<file path="config.mk">
export PLATFORM = sky130hd
export DESIGN_NAME = vicinity_card_response_parser_top_flat
export DESIGN_NICKNAME = d
export VERILOG_FILES = /design/src/hw/rtl/vcrp_pkg.sv /design/src/hw/rtl/vcrp_if.sv /design/src/hw/rtl/vcrp_parse.sv /design/src/hw/rtl/vcrp_queue.sv /design/src/hw/rtl/vicinity_card_response_parser_top.sv /design/src/flat_wrapper.sv
export SDC_FILE = /design/constraint.sdc
export NUM_CORES = 1
export LEC_CHECK = 0
export ABC_CLOCK_PERIOD_IN_PS = 10990
export BUFFER_PORTS_ARGS = -buffer_cell sky130_fd_sc_hd__buf_2
export CORE_MARGIN = 2
export CORE_UTILIZATION = 66
export CTS_CLUSTER_DIAMETER = 150
export DETAILED_ROUTE_END_ITERATION = 8
export PLACE_DENSITY = 0.85
export SYNTH_ARGS = -nofsm -noshare
export SYNTH_HDL_FRONTEND = slang
export SYNTH_SLANG_ARGS = --single-unit
</file>
<file path="constraint.sdc">
create_clock -name clock -period 10.99 [get_ports clock]
set_input_delay 1.6485 -clock clock [delete_from_list [all_inputs] [get_ports clock]]
set_output_delay 1.6485 -clock clock [all_outputs]
set_load 0.05 [all_outputs]
</file>
<file path="src/hw/rtl/vcrp_pkg.sv">
// Shared types, constants and helpers for the vicinity card response parser.
package vcrp_pkg;

   localparam int UID_BYTES     = 8;
   localparam int UID_W         = 8 * UID_BYTES;
   localparam int EXTRA_BYTES   = 5;
   localparam int QUEUE_DEPTH   = 4;
   localparam int CSR_INDEX_W   = 2;
   localparam int CSR_DATA_W    = 9;

   localparam logic [9:0] COUNTER_MAX     = 10'd1023;
   localparam logic [9:0] UID_END_POS     = 10'(1 + UID_BYTES);
   localparam logic [9:0] MIN_INFO_LEN    = 10'(2 + UID_BYTES);
   localparam logic [2:0] EXTRA_POS_MAX   = 3'd7;
   localparam int         FLAG_ERROR_BIT  = 0;
   localparam int         SI_DSFID_BIT    = 0;
   localparam int         SI_AFI_BIT      = 1;
   localparam int         SI_MEMORY_BIT   = 2;
   localparam int         SI_ICREF_BIT    = 3;
   localparam logic [7:0] ERR_CUSTOM_LO   = 8'hA0;
   localparam logic [7:0] ERR_CUSTOM_HI   = 8'hDF;
   localparam logic [7:0] ERR_NOT_SUPP_A  = 8'h01;
   localparam logic [7:0] ERR_NOT_SUPP_B  = 8'h03;
   localparam logic [7:0] ERR_FORMAT      = 8'h02;
   localparam logic [7:0] ERR_INTERNAL_LO = 8'h10;
   localparam logic [7:0] ERR_INTERNAL_HI = 8'h14;
   localparam logic [4:0] BLOCK_SIZE_MASK = 5'h1F;

   typedef enum logic [1:0] {
      KIND_BYTE  = 2'd0,
      KIND_LAST  = 2'd1,
      KIND_EMPTY = 2'd2,
      KIND_NONE  = 2'd3
   } kind_type;

   typedef enum logic [1:0] {
      RESP_INVENTORY      = 2'd0,
      RESP_SYSINFO        = 2'd1,
      RESP_READ_BLOCK     = 2'd2,
      RESP_BLOCK_SECURITY = 2'd3
   } response_type;

   typedef enum logic [CSR_INDEX_W-1:0] {
      CSR_RESPONSE    = 2'd0,
      CSR_BLOCK_SIZE  = 2'd1,
      CSR_BLOCK_COUNT = 2'd2
   } csr_index_type;

   typedef enum logic [2:0] {
      ST_OK            = 3'd0,
      ST_EMPTY         = 3'd1,
      ST_UNEXPECTED    = 3'd2,
      ST_CUSTOM        = 3'd3,
      ST_NOT_SUPPORTED = 3'd4,
      ST_FORMAT        = 3'd5,
      ST_INTERNAL      = 3'd6,
      ST_UNKNOWN       = 3'd7
   } status_type;

   typedef struct packed {
      logic             is_status;
      logic [7:0]       payload_byte;
      logic [7:0]       payload_index;
      status_type       status;
      logic [UID_W-1:0] tag_uid;
      logic [7:0]       info_flags;
      logic [7:0]       dsfid_value;
      logic [7:0]       afi_value;
      logic [8:0]       block_total;
      logic [5:0]       block_bytes;
      logic [7:0]       ic_reference;
   } result_type;

   typedef struct packed {
      logic [1:0] count;
      result_type first;
      result_type second;
   } push_type;

   function automatic status_type classify_error(input logic [7:0] code);
      status_type st;
      if (code >= ERR_CUSTOM_LO && code <= ERR_CUSTOM_HI) begin
         st = ST_CUSTOM;
      end else if (code == ERR_NOT_SUPP_A || code == ERR_NOT_SUPP_B) begin
         st = ST_NOT_SUPPORTED;
      end else if (code == ERR_FORMAT) begin
         st = ST_FORMAT;
      end else if (code >= ERR_INTERNAL_LO && code <= ERR_INTERNAL_HI) begin
         st = ST_INTERNAL;
      end else begin
         st = ST_UNKNOWN;
      end
      return st;
   endfunction

endpackage

</file>
<file path="src/hw/rtl/vcrp_if.sv">
// Valid/ready channel interfaces for frame bytes and parser results.
interface vcrp_req_if;
   import vcrp_pkg::*;
   logic       valid;
   logic       ready;
   logic [1:0] kind;
   logic [7:0] frame_byte;

   modport source (output valid, output kind, output frame_byte, input ready);
   modport sink (input valid, input kind, input frame_byte, output ready);
endinterface

interface vcrp_rsp_if;
   import vcrp_pkg::*;
   logic             valid;
   logic             ready;
   logic             is_status;
   logic [7:0]       payload_byte;
   logic [7:0]       payload_index;
   logic [2:0]       status;
   logic [UID_W-1:0] tag_uid;
   logic [7:0]       info_flags;
   logic [7:0]       dsfid_value;
   logic [7:0]       afi_value;
   logic [8:0]       block_total;
   logic [5:0]       block_bytes;
   logic [7:0]       ic_reference;

   modport source (output valid, output is_status, output payload_byte,
                   output payload_index, output status, output tag_uid,
                   output info_flags, output dsfid_value, output afi_value,
                   output block_total, output block_bytes, output ic_reference,
                   input ready);
   modport sink (input valid, input is_status, input payload_byte,
                 input payload_index, input status, input tag_uid,
                 input info_flags, input dsfid_value, input afi_value,
                 input block_total, input block_bytes, input ic_reference,
                 output ready);
endinterface

</file>
<file path="src/hw/rtl/vcrp_parse.sv">
// Frame state, configuration registers and per-byte result generation.
module vcrp_parse (
   input  logic                             clock,
   input  logic                             reset,
   input  logic                             csr_write_enable,
   input  logic [vcrp_pkg::CSR_INDEX_W-1:0] csr_index,
   input  logic [vcrp_pkg::CSR_DATA_W-1:0]  csr_write_data,
   input  logic                             in_fire,
   input  logic [1:0]                       kind,
   input  logic [7:0]                       frame_byte,
   output vcrp_pkg::push_type               push
);
   import vcrp_pkg::*;

   response_type     resp_ff;
   logic [5:0]       block_size_ff;
   logic [8:0]       block_count_ff;

   logic [9:0]       counter_ff, counter_in;
   logic             err_flag_ff, err_flag_in;
   logic [7:0]       code_ff, code_in;
   logic [UID_W-1:0] uid_ff, uid_in;
   logic [7:0]       extra_ff [EXTRA_BYTES];
   logic [7:0]       extra_in [EXTRA_BYTES];
   logic [2:0]       xpos_ff, xpos_in;

   logic [UID_W-1:0] held_uid_ff, held_uid_in;
   logic [7:0]       held_flags_ff, held_flags_in;
   logic [7:0]       held_dsfid_ff, held_dsfid_in;
   logic [7:0]       held_afi_ff, held_afi_in;
   logic [8:0]       held_total_ff, held_total_in;
   logic [5:0]       held_bytes_ff, held_bytes_in;
   logic [7:0]       held_ic_ff, held_ic_in;

   logic             is_byte, is_end, emit_payload, ok;
   logic [9:0]       pos;
   logic [2:0]       need, k_mem, k_ic;
   logic [7:0]       afi_sel, cnt_sel, size_sel, ic_sel;
   status_type       st;
   result_type       pay_res, st_res;

   always_ff @(posedge clock) begin
      if (reset) begin
         resp_ff        <= RESP_INVENTORY;
         block_size_ff  <= 6'd4;
         block_count_ff <= 9'd1;
      end else if (csr_write_enable) begin
         unique case (csr_index)
            CSR_RESPONSE:    resp_ff        <= response_type'(csr_write_data[1:0]);
            CSR_BLOCK_SIZE:  block_size_ff  <= csr_write_data[5:0];
            CSR_BLOCK_COUNT: block_count_ff <= csr_write_data;
            default: ;
         endcase
      end
   end

   always_comb begin
      is_byte = in_fire && (kind == KIND_BYTE || kind == KIND_LAST);
      is_end  = in_fire && (kind == KIND_LAST || kind == KIND_EMPTY);
      pos     = counter_ff;

      counter_in  = counter_ff;
      err_flag_in = err_flag_ff;
      code_in     = code_ff;
      uid_in      = uid_ff;
      xpos_in     = xpos_ff;
      for (int i = 0; i < EXTRA_BYTES; i++) begin
         extra_in[i] = extra_ff[i];
      end
      emit_payload = 1'b0;

      if (is_byte) begin
         if (pos == 10'd0) begin
            err_flag_in = frame_byte[FLAG_ERROR_BIT];
         end else begin
            if (pos == 10'd1) begin
               code_in = frame_byte;
            end else if (pos <= UID_END_POS) begin
               uid_in = {uid_ff[UID_W-9:0], frame_byte};
            end else begin
               for (int i = 0; i < EXTRA_BYTES; i++) begin
                  if (pos == MIN_INFO_LEN + 10'(i)) extra_in[i] = frame_byte;
               end
               if (xpos_ff != EXTRA_POS_MAX) xpos_in = xpos_ff + 3'd1;
            end
            emit_payload = (resp_ff == RESP_READ_BLOCK || resp_ff == RESP_BLOCK_SECURITY)
                           && !err_flag_ff;
         end
         if (counter_ff != COUNTER_MAX) counter_in = counter_ff + 10'd1;
      end

      // System info field selection; each optional field shifts the later ones.
      need  = 3'(code_in[SI_DSFID_BIT]) + 3'(code_in[SI_AFI_BIT])
            + {1'b0, code_in[SI_MEMORY_BIT], 1'b0} + 3'(code_in[SI_ICREF_BIT]);
      afi_sel = code_in[SI_DSFID_BIT] ? extra_in[1] : extra_in[0];
      k_mem = 3'(code_in[SI_DSFID_BIT]) + 3'(code_in[SI_AFI_BIT]);
      k_ic  = k_mem + {1'b0, code_in[SI_MEMORY_BIT], 1'b0};
      case (k_mem)
         3'd0:    begin cnt_sel = extra_in[0]; size_sel = extra_in[1]; end
         3'd1:    begin cnt_sel = extra_in[1]; size_sel = extra_in[2]; end
         default: begin cnt_sel = extra_in[2]; size_sel = extra_in[3]; end
      endcase
      case (k_ic)
         3'd0:    ic_sel = extra_in[0];
         3'd1:    ic_sel = extra_in[1];
         3'd2:    ic_sel = extra_in[2];
         3'd3:    ic_sel = extra_in[3];
         default: ic_sel = extra_in[4];
      endcase

      held_uid_in   = held_uid_ff;
      held_flags_in = held_flags_ff;
      held_dsfid_in = held_dsfid_ff;
      held_afi_in   = held_afi_ff;
      held_total_in = held_total_ff;
      held_bytes_in = held_bytes_ff;
      held_ic_in    = held_ic_ff;

      ok = 1'b0;
      st = ST_UNEXPECTED;
      if (counter_in == 10'd0) begin
         st = ST_EMPTY;
      end else if (err_flag_in) begin
         st = (counter_in < 10'd2) ? ST_UNEXPECTED : classify_error(code_in);
      end else begin
         case (resp_ff)
            RESP_INVENTORY:  ok = (counter_in == MIN_INFO_LEN);
            RESP_SYSINFO:    ok = (counter_in >= MIN_INFO_LEN) && (xpos_in == need);
            RESP_READ_BLOCK: ok = (counter_in > 10'd1)
                                  && ((counter_in - 10'd1) == {4'd0, block_size_ff});
            default:         ok = (counter_in > 10'd1)
                                  && ((counter_in - 10'd1) == {1'b0, block_count_ff});
         endcase
         if (ok) st = ST_OK;
      end

      if (is_end && ok) begin
         if (resp_ff == RESP_INVENTORY) begin
            held_uid_in = uid_in;
         end else if (resp_ff == RESP_SYSINFO) begin
            held_flags_in = code_in;
            if (code_in[SI_DSFID_BIT]) held_dsfid_in = extra_in[0];
            if (code_in[SI_AFI_BIT])   held_afi_in   = afi_sel;
            if (code_in[SI_MEMORY_BIT]) begin
               held_total_in = {1'b0, cnt_sel} + 9'd1;
               held_bytes_in = {1'b0, size_sel[4:0] & BLOCK_SIZE_MASK} + 6'd1;
            end
            if (code_in[SI_ICREF_BIT]) held_ic_in = ic_sel;
         end
      end

      st_res.is_status     = 1'b1;
      st_res.payload_byte  = 8'd0;
      st_res.payload_index = 8'd0;
      st_res.status        = st;
      st_res.tag_uid       = held_uid_in;
      st_res.info_flags    = held_flags_in;
      st_res.dsfid_value   = held_dsfid_in;
      st_res.afi_value     = held_afi_in;
      st_res.block_total   = held_total_in;
      st_res.block_bytes   = held_bytes_in;
      st_res.ic_reference  = held_ic_in;

      // Held fields never change on a step that streams payload.
      pay_res               = st_res;
      pay_res.is_status     = 1'b0;
      pay_res.payload_byte  = frame_byte;
      pay_res.payload_index = 8'(pos - 10'd1);
      pay_res.status        = ST_OK;

      push.count  = 2'(emit_payload) + 2'(is_end);
      push.first  = emit_payload ? pay_res : st_res;
      push.second = st_res;

      if (is_end) begin
         counter_in  = 10'd0;
         err_flag_in = 1'b0;
         xpos_in     = 3'd0;
      end
   end

   always_ff @(posedge clock) begin
      if (reset) begin
         counter_ff    <= 10'd0;
         err_flag_ff   <= 1'b0;
         xpos_ff       <= 3'd0;
         held_uid_ff   <= '0;
         held_flags_ff <= 8'd0;
         held_dsfid_ff <= 8'd0;
         held_afi_ff   <= 8'd0;
         held_total_ff <= 9'd0;
         held_bytes_ff <= 6'd0;
         held_ic_ff    <= 8'd0;
      end else begin
         counter_ff    <= counter_in;
         err_flag_ff   <= err_flag_in;
         xpos_ff       <= xpos_in;
         held_uid_ff   <= held_uid_in;
         held_flags_ff <= held_flags_in;
         held_dsfid_ff <= held_dsfid_in;
         held_afi_ff   <= held_afi_in;
         held_total_ff <= held_total_in;
         held_bytes_ff <= held_bytes_in;
         held_ic_ff    <= held_ic_in;
      end
   end

   always_ff @(posedge clock) begin
      code_ff <= code_in;
      uid_ff  <= uid_in;
      for (int i = 0; i < EXTRA_BYTES; i++) begin
         extra_ff[i] <= extra_in[i];
      end
   end

endmodule

</file>
<file path="src/hw/rtl/vcrp_queue.sv">
// Result queue taking up to two results per cycle and giving one per cycle while out_ready is high.
module vcrp_queue #(
   parameter int DEPTH = vcrp_pkg::QUEUE_DEPTH
) (
   input  logic                 clock,
   input  logic                 reset,
   input  vcrp_pkg::push_type   push,
   input  logic                 out_ready,
   output logic                 out_valid,
   output vcrp_pkg::result_type out_data,
   output logic                 space_ok
);
   import vcrp_pkg::*;

   localparam int PTR_W = $clog2(DEPTH);
   localparam int CNT_W = $clog2(DEPTH + 1);
   localparam logic [PTR_W-1:0] LAST_PTR = PTR_W'(DEPTH - 1);

   result_type       entry_ff [DEPTH];
   logic [PTR_W-1:0] wr_ptr_ff, wr_ptr_in, rd_ptr_ff, rd_ptr_in, wr_next;
   logic [CNT_W-1:0] count_ff, count_in;
   logic             pop;

   function automatic logic [PTR_W-1:0] step_ptr(input logic [PTR_W-1:0] p);
      return (p == LAST_PTR) ? '0 : p + PTR_W'(1);
   endfunction

   always_comb begin
      out_valid = (count_ff != '0);
      out_data  = entry_ff[rd_ptr_ff];
      space_ok  = (count_ff <= CNT_W'(DEPTH - 2));
      pop       = out_valid && out_ready;
      wr_next   = step_ptr(wr_ptr_ff);
      rd_ptr_in = pop ? step_ptr(rd_ptr_ff) : rd_ptr_ff;
      case (push.count)
         2'd0:    wr_ptr_in = wr_ptr_ff;
         2'd1:    wr_ptr_in = wr_next;
         default: wr_ptr_in = step_ptr(wr_next);
      endcase
      count_in = count_ff + CNT_W'(push.count) - CNT_W'(pop);
   end

   always_ff @(posedge clock) begin
      if (reset) begin
         wr_ptr_ff <= '0;
         rd_ptr_ff <= '0;
         count_ff  <= '0;
      end else begin
         wr_ptr_ff <= wr_ptr_in;
         rd_ptr_ff <= rd_ptr_in;
         count_ff  <= count_in;
      end
   end

   always_ff @(posedge clock) begin
      if (push.count != 2'd0) entry_ff[wr_ptr_ff] <= push.first;
      if (push.count == 2'd2) entry_ff[wr_next]   <= push.second;
   end

endmodule

</file>
<file path="src/hw/rtl/vicinity_card_response_parser_top.sv">
// Vicinity card response parser: top level.
//
// req_bus carries one transaction per received byte: kind says whether the
// byte is inside the frame, the last of it, or whether the frame ended with
// no byte (kind 3 is dropped). rsp_bus gives read block and block security
// payload bytes as they arrive, then one status transaction per frame with
// the held UID and system information fields.
// The csr_ port writes expected response type, block size and block count;
// write only while no frame is in progress and rsp_bus has drained.
// Each byte is parsed in the cycle it is accepted and its one or two results
// land in a four-entry queue; the first result is registered there and
// reaches rsp_bus once older entries are taken. One byte is accepted per
// cycle while the queue holds two entries or fewer, so a byte that yields
// two results leaves room for the following one only if no older entry stays.
// When the receiver stalls the queue fills and req_bus.ready drops.
// Synchronous reset clears the frame state, held fields and queue, and
// loads the register defaults (inventory, block size 4, block count 1).
module vicinity_card_response_parser_top #(
   parameter int QUEUE_DEPTH = vcrp_pkg::QUEUE_DEPTH
) (
   input  logic                             clock,
   input  logic                             reset,
   input  logic                             csr_write_enable,
   input  logic [vcrp_pkg::CSR_INDEX_W-1:0] csr_index,
   input  logic [vcrp_pkg::CSR_DATA_W-1:0]  csr_write_data,
   vcrp_req_if.sink                         req_bus,
   vcrp_rsp_if.source                       rsp_bus
);
   import vcrp_pkg::*;

   push_type   push;
   result_type head;
   logic       space_ok;
   logic       in_fire;

   assign in_fire       = req_bus.valid && space_ok;
   assign req_bus.ready = space_ok;

   vcrp_parse u_parse (
      .clock            (clock),
      .reset            (reset),
      .csr_write_enable (csr_write_enable),
      .csr_index        (csr_index),
      .csr_write_data   (csr_write_data),
      .in_fire          (in_fire),
      .kind             (req_bus.kind),
      .frame_byte       (req_bus.frame_byte),
      .push             (push)
   );

   vcrp_queue #(
      .DEPTH (QUEUE_DEPTH)
   ) u_queue (
      .clock     (clock),
      .reset     (reset),
      .push      (push),
      .out_ready (rsp_bus.ready),
      .out_valid (rsp_bus.valid),
      .out_data  (head),
      .space_ok  (space_ok)
   );

   assign rsp_bus.is_status     = head.is_status;
   assign rsp_bus.payload_byte  = head.payload_byte;
   assign rsp_bus.payload_index = head.payload_index;
   assign rsp_bus.status        = head.status;
   assign rsp_bus.tag_uid       = head.tag_uid;
   assign rsp_bus.info_flags    = head.info_flags;
   assign rsp_bus.dsfid_value   = head.dsfid_value;
   assign rsp_bus.afi_value     = head.afi_value;
   assign rsp_bus.block_total   = head.block_total;
   assign rsp_bus.block_bytes   = head.block_bytes;
   assign rsp_bus.ic_reference  = head.ic_reference;

endmodule
</file>
<file path="src/flat_wrapper.sv">
// flat-port wrapper written by rule: the top's interface ports become plain ports
module vicinity_card_response_parser_top_flat import vcrp_pkg::*;
#(
   parameter int QUEUE_DEPTH = vcrp_pkg::QUEUE_DEPTH
)
  (clock, reset, csr_write_enable, csr_index, csr_write_data, req_bus_valid, req_bus_kind, req_bus_frame_byte, req_bus_ready, rsp_bus_valid, rsp_bus_is_status, rsp_bus_payload_byte, rsp_bus_payload_index, rsp_bus_status, rsp_bus_tag_uid, rsp_bus_info_flags, rsp_bus_dsfid_value, rsp_bus_afi_value, rsp_bus_block_total, rsp_bus_block_bytes, rsp_bus_ic_reference, rsp_bus_ready);
  vcrp_req_if req_bus_i ();
  vcrp_rsp_if rsp_bus_i ();
  input  logic clock;
  input  logic reset;
  input  logic csr_write_enable;
  input  logic [vcrp_pkg::CSR_INDEX_W-1:0] csr_index;
  input  logic [vcrp_pkg::CSR_DATA_W-1:0] csr_write_data;
  input wire logic [$bits(req_bus_i.valid)-1:0] req_bus_valid;
  input wire logic [$bits(req_bus_i.kind)-1:0] req_bus_kind;
  input wire logic [$bits(req_bus_i.frame_byte)-1:0] req_bus_frame_byte;
  output wire logic [$bits(req_bus_i.ready)-1:0] req_bus_ready;
  output wire logic [$bits(rsp_bus_i.valid)-1:0] rsp_bus_valid;
  output wire logic [$bits(rsp_bus_i.is_status)-1:0] rsp_bus_is_status;
  output wire logic [$bits(rsp_bus_i.payload_byte)-1:0] rsp_bus_payload_byte;
  output wire logic [$bits(rsp_bus_i.payload_index)-1:0] rsp_bus_payload_index;
  output wire logic [$bits(rsp_bus_i.status)-1:0] rsp_bus_status;
  output wire logic [$bits(rsp_bus_i.tag_uid)-1:0] rsp_bus_tag_uid;
  output wire logic [$bits(rsp_bus_i.info_flags)-1:0] rsp_bus_info_flags;
  output wire logic [$bits(rsp_bus_i.dsfid_value)-1:0] rsp_bus_dsfid_value;
  output wire logic [$bits(rsp_bus_i.afi_value)-1:0] rsp_bus_afi_value;
  output wire logic [$bits(rsp_bus_i.block_total)-1:0] rsp_bus_block_total;
  output wire logic [$bits(rsp_bus_i.block_bytes)-1:0] rsp_bus_block_bytes;
  output wire logic [$bits(rsp_bus_i.ic_reference)-1:0] rsp_bus_ic_reference;
  input wire logic [$bits(rsp_bus_i.ready)-1:0] rsp_bus_ready;
  assign req_bus_i.valid = req_bus_valid;
  assign req_bus_i.kind = req_bus_kind;
  assign req_bus_i.frame_byte = req_bus_frame_byte;
  assign req_bus_ready = req_bus_i.ready;
  assign rsp_bus_valid = rsp_bus_i.valid;
  assign rsp_bus_is_status = rsp_bus_i.is_status;
  assign rsp_bus_payload_byte = rsp_bus_i.payload_byte;
  assign rsp_bus_payload_index = rsp_bus_i.payload_index;
  assign rsp_bus_status = rsp_bus_i.status;
  assign rsp_bus_tag_uid = rsp_bus_i.tag_uid;
  assign rsp_bus_info_flags = rsp_bus_i.info_flags;
  assign rsp_bus_dsfid_value = rsp_bus_i.dsfid_value;
  assign rsp_bus_afi_value = rsp_bus_i.afi_value;
  assign rsp_bus_block_total = rsp_bus_i.block_total;
  assign rsp_bus_block_bytes = rsp_bus_i.block_bytes;
  assign rsp_bus_ic_reference = rsp_bus_i.ic_reference;
  assign rsp_bus_i.ready = rsp_bus_ready;
  vicinity_card_response_parser_top #(.QUEUE_DEPTH(QUEUE_DEPTH)) u_core (.clock(clock), .reset(reset), .csr_write_enable(csr_write_enable), .csr_index(csr_index), .csr_write_data(csr_write_data), .req_bus(req_bus_i), .rsp_bus(rsp_bus_i));
endmodule
</file>
==> results.py <==
metrics = {
    "timing": {
        "worstMarginPinSlew_ps": 1142,
        "fin_setup_tns_ps": 0,
        "grt_setup_unrepaired": "false",
        "period_needed_ps": 8217,
        "finalSetupViolCount": 0,
        "finalCritPeriodShare_pct": 74.77,
        "final_hold_viol_count": 0,
        "clock_skew_ps": 30.86,
        "relSlewSlack_pct": 23.88,
        "maxSlewViolCount": 0,
        "timing.fmax_mhz": 121.7,
    },
    "logic_synthesis": {
        "synth_ff_type": "edfxtp_1",
        "syn_inst": 2492,
        "synth_cell_types": 80,
        "synth_area_per_cell_um2": 13.26,
        "synth-edff-count": 456,
        "ys_warn_count": 0,
        "synth_seq_cells": 787,
        "async_reset_ff_share_pct": 0,
        "yosysSeqAreaShare_pct": 61.47,
        "syn_area_um2": 33060,
        "syn-num-nets": 2549,
    },
    "setup_path": {
        "regToRegSetupSlack_ps": 3460,
        "crit_type": "in -> reg",
        "r2r-end": "u_core.u_queue.entry_ff[3][104]",
        "end_kind": "flop",
        "rr_startpoint": "u_core.u_parse.counter_ff[4]",
        "start_kind": "input pin",
        "cp.required_ps": 11330,
        "cp.arrival_ps": 8560,
        "worstPathMaxFanout": 29,
        "rr_worst_depth": 17,
    },
    "floorplan": {
        "die_w_um": 227.8,
        "die_area_um2": 51890,
        "initial_core_util_pct": 66.43,
        "die_height_um": 227.8,
        "pin_count": 159,
        "rows": 82,
        "core_um2": 49760,
    },
    "clock_tree": {
        "htreeDepth": 3,
        "cts_buffer_depth": 3,
        "clkLatencyLatePin_ps": 640,
        "clk_pin_slew_worst_paths_ps": 60,
        "cts_sinks": 787,
        "cts-resized-gates": 0,
        "cts_made_buffers": 77,
        "cts_setup_buffers": 0,
        "tritoncts": "yes",
        "cts_hold_buf": 0,
        "cts_root_buf": "clkbuf_16",
    },
    "power": {
        "power_mw": 7.436,
        "p_per_area_nw_per_um2": 202.2,
        "leakage_nw": 12.29,
        "ir_worst_vdd_v": 0.0001373,
    },
    "min_path": {
        "holdCritStartpoint": "u_core.u_queue.entry_ff[3][121]",
        "hold_end": "u_core.u_queue.entry_ff[3][121]",
        "hp-class": "reg -> reg",
        "hold_path_depth": 2,
    },
    "routing": {
        "drt-pass1-iter-count": 6,
        "vias": 21833,
        "vias_per_cell": 6.553,
        "drt_iter0_drc": 2131,
        "drc": 0,
        "wl_um": 84310,
        "wl_per_cell_um": 25.30,
        "postRouteAntennaNets": 0,
    },
    "global_routing": {
        "use_met1_pct": 40.40,
        "track_usage_pct": 32.36,
        "grt_first_pass_wirelength_um": 128000,
        "grt_pass1_vias": 22348,
        "grt.busiest_layer": "met2",
        "use_met2_pct": 56.12,
        "use_met3_pct": 5.013,
        "grt_start_max_net_pins": 127,
        "grt_overflow_total": 0,
        "antenna_found_initial": 0,
    },
    "placed_design": {
        "io_buffers": 158,
        "placed_cell_area_um2": 34280,
        "place_congestion": 0.9182,
        "dp_hpwl_um": 49880,
    },
    "layout": {
        "fillers": 2935,
        "design_area_um2": 36780,
        "layout.nets": 2653,
        "syn2layout_area_growth_pct": 11.27,
        "seqCellArea_um2": 20330,
        "layout-drive-gt1-share_pct": 25.08,
        "multi_input_area_um2": 11900,
        "diodes": 0,
    },
    "run_status": {
        "status": "completed",
    },
    "job": {
        "drv_cap": 0,
    },
}
## layout by cell type, fill, tap and decap left out, types with 7 or more instances in the layout
cell,Yosys,routed
nor2_1,499,499
edfxtp_1,456,456
dfxtp_1,331,329
buf_2,16,157
mux4_2,139,139
mux2_2,106,106
a21oi_1,98,94
nand2_1,86,86
clkbuf_16,0,81
nor3_1,80,80
mux2i_2,67,67
mux2i_1,49,49
inv_1,47,43
o21ai_0,42,42
a22o_1,40,40
ha_1,29,29
buf_4,5,26
clkbuf_1,104,25
xnor2_1,24,24
nand3_1,21,20
nand4_1,18,18
o21ai_1,18,18
o31ai_1,16,16
and2_1,15,15
clkinv_2,0,13
and3_1,11,11
xor2_1,10,10
nor2b_1,9,9
o211ai_1,8,8
o2111ai_1,8,8
clkbuf_8,0,8
nand2b_1,7,7
## flip-flops by register name (all words and copies together) (netlist names), 9 cells and up, named ones only
name and cells:
u_core.u_parse.held_uid_ff 64, u_core.u_queue.entry_ff 524, u_core.u_parse.extra_ff 40, u_core.u_parse.counter_ff 10, u_core.u_parse.held_total_ff 9, u_core.u_parse.uid_ff 64, u_core.u_parse.block_count_ff 9
## critical path, stage by stage
cell and delay (ps):
buf_2 100, inv_1 60, ha_1 150, or2_1 280, nand3_4 280, nor2_2 240
nand4b_2 410, mux2i_1 380, inv_1 430, ha_1 730, clkinv_1 500, fa_1 520
a21oi_1 170, xnor2_1 140, nand3_1 90, o2bb2ai_1 460, and4_4 790, buf_4 560
mux2i_2 430, nor2_1 110
## kinds of logic after synthesis
logic type / after synthesis / synth area share, %
AND/OR/NAND/NOR: 787 / 10.56
buffers and inverters: 211 / 2.684
flip-flops: 787 / 61.47
multiplexers: 361 / 17.35
adder cells (fa/ha/maj): 31 / 1.219
XOR/XNOR: 36 / 1.018
AO/OA/AOI/OAI: 279 / 5.697
## cells in the mapped netlist, types with 7 or more instances
library cell	count	area, um2
mux4_2	139	3131
nor2b_1	9	56.30
clkbuf_1	104	390.4
xor2_1	10	87.58
mux2i_1	49	490.5
nand4_1	18	112.6
nand3_1	21	105.1
ha_1	29	362.9
nand2_1	86	322.8
buf_2	16	80.08
mux2i_2	67	922.1
o21ai_1	18	90.09
mux2_2	106	1194
nor3_1	80	400.4
buf_1	26	97.59
dfxtp_1	331	6626
o2111ai_1	8	70.07
o31ai_1	16	120.1
xnor2_1	24	210.2
nor2_1	499	1873
a22o_1	40	350.3
inv_1	47	176.4
a21oi_1	98	490.5
nand2b_1	7	43.79
buf_6	7	78.83
edfxtp_1	456	13690
o211ai_1	8	60.06
and2_1	15	93.84
and3_1	11	68.82
o21ai_0	42	210.2
## worst max-delay path by stage
| stage | endpoint | cells after the start | slack, ps | start |
|---|---|---|---|---|
| global route | u_core.u_queue.entry_ff[1][104] | 20 | 2270 | req_bus_kind[1] |
| CTS | u_core.u_queue.entry_ff[1][104] | 20 | 2970 | req_bus_kind[1] |
| detailed placement | u_core.u_queue.entry_ff[1][104] | 21 | 2400 | req_bus_kind[1] |
| floorplan | u_core.u_queue.entry_ff[1][112] | 14 | 4070 | req_bus_kind[1] |
| finish | u_core.u_queue.entry_ff[3][104] | 20 | 2770 | req_bus_kind[1] |
| global placement | u_core.u_queue.entry_ff[2][96] | 20 | 2560 | req_bus_kind[1] |
## routing by layer
layer  vias up  wire, um
li1       9353         -
met1     11015     31080
met2      1232     42850
met3       233      6998
met4         0      3389
met5         -         0
## report_power, final
group	total [mW]	internal, mW	leakage (nW)	switching, mW
clock network	2.63	1.51	1.23	1.12
registers	3.32	3.24	6.57	0.0837
logic	1.49	0.440	4.49	1.05
total	7.44	5.18	12.3	2.25
## area by class of cell
cell class | count | area share (%)
Inverter | 52 | 0.5647
Clock inverter | 29 | 0.7382
Clock buffer | 114 | 6.065
Multi-Input combinational cell | 1494 | 32.36
Timing Repair Buffer | 184 | 2.721
Sequential cell | 787 | 55.27
Tap cell | 672 | 2.286
## through the flow
step           hold slack (ps)  setup WS (ps)  cells  utilization, %
6_report                 455.5           2773   3332           73.91
5_1_grt                  474.0           2273   3332           73.91
4_1_cts                  455.9           2973   3332           73.91
3_5_place_dp             442.7           2395   3189           68.89
3_3_place_gp             428.4           2560   3189           68.89
2_1_floorplan            419.8           4065   2492               -
Note: power is estimated with default switching activity, not from simulation.
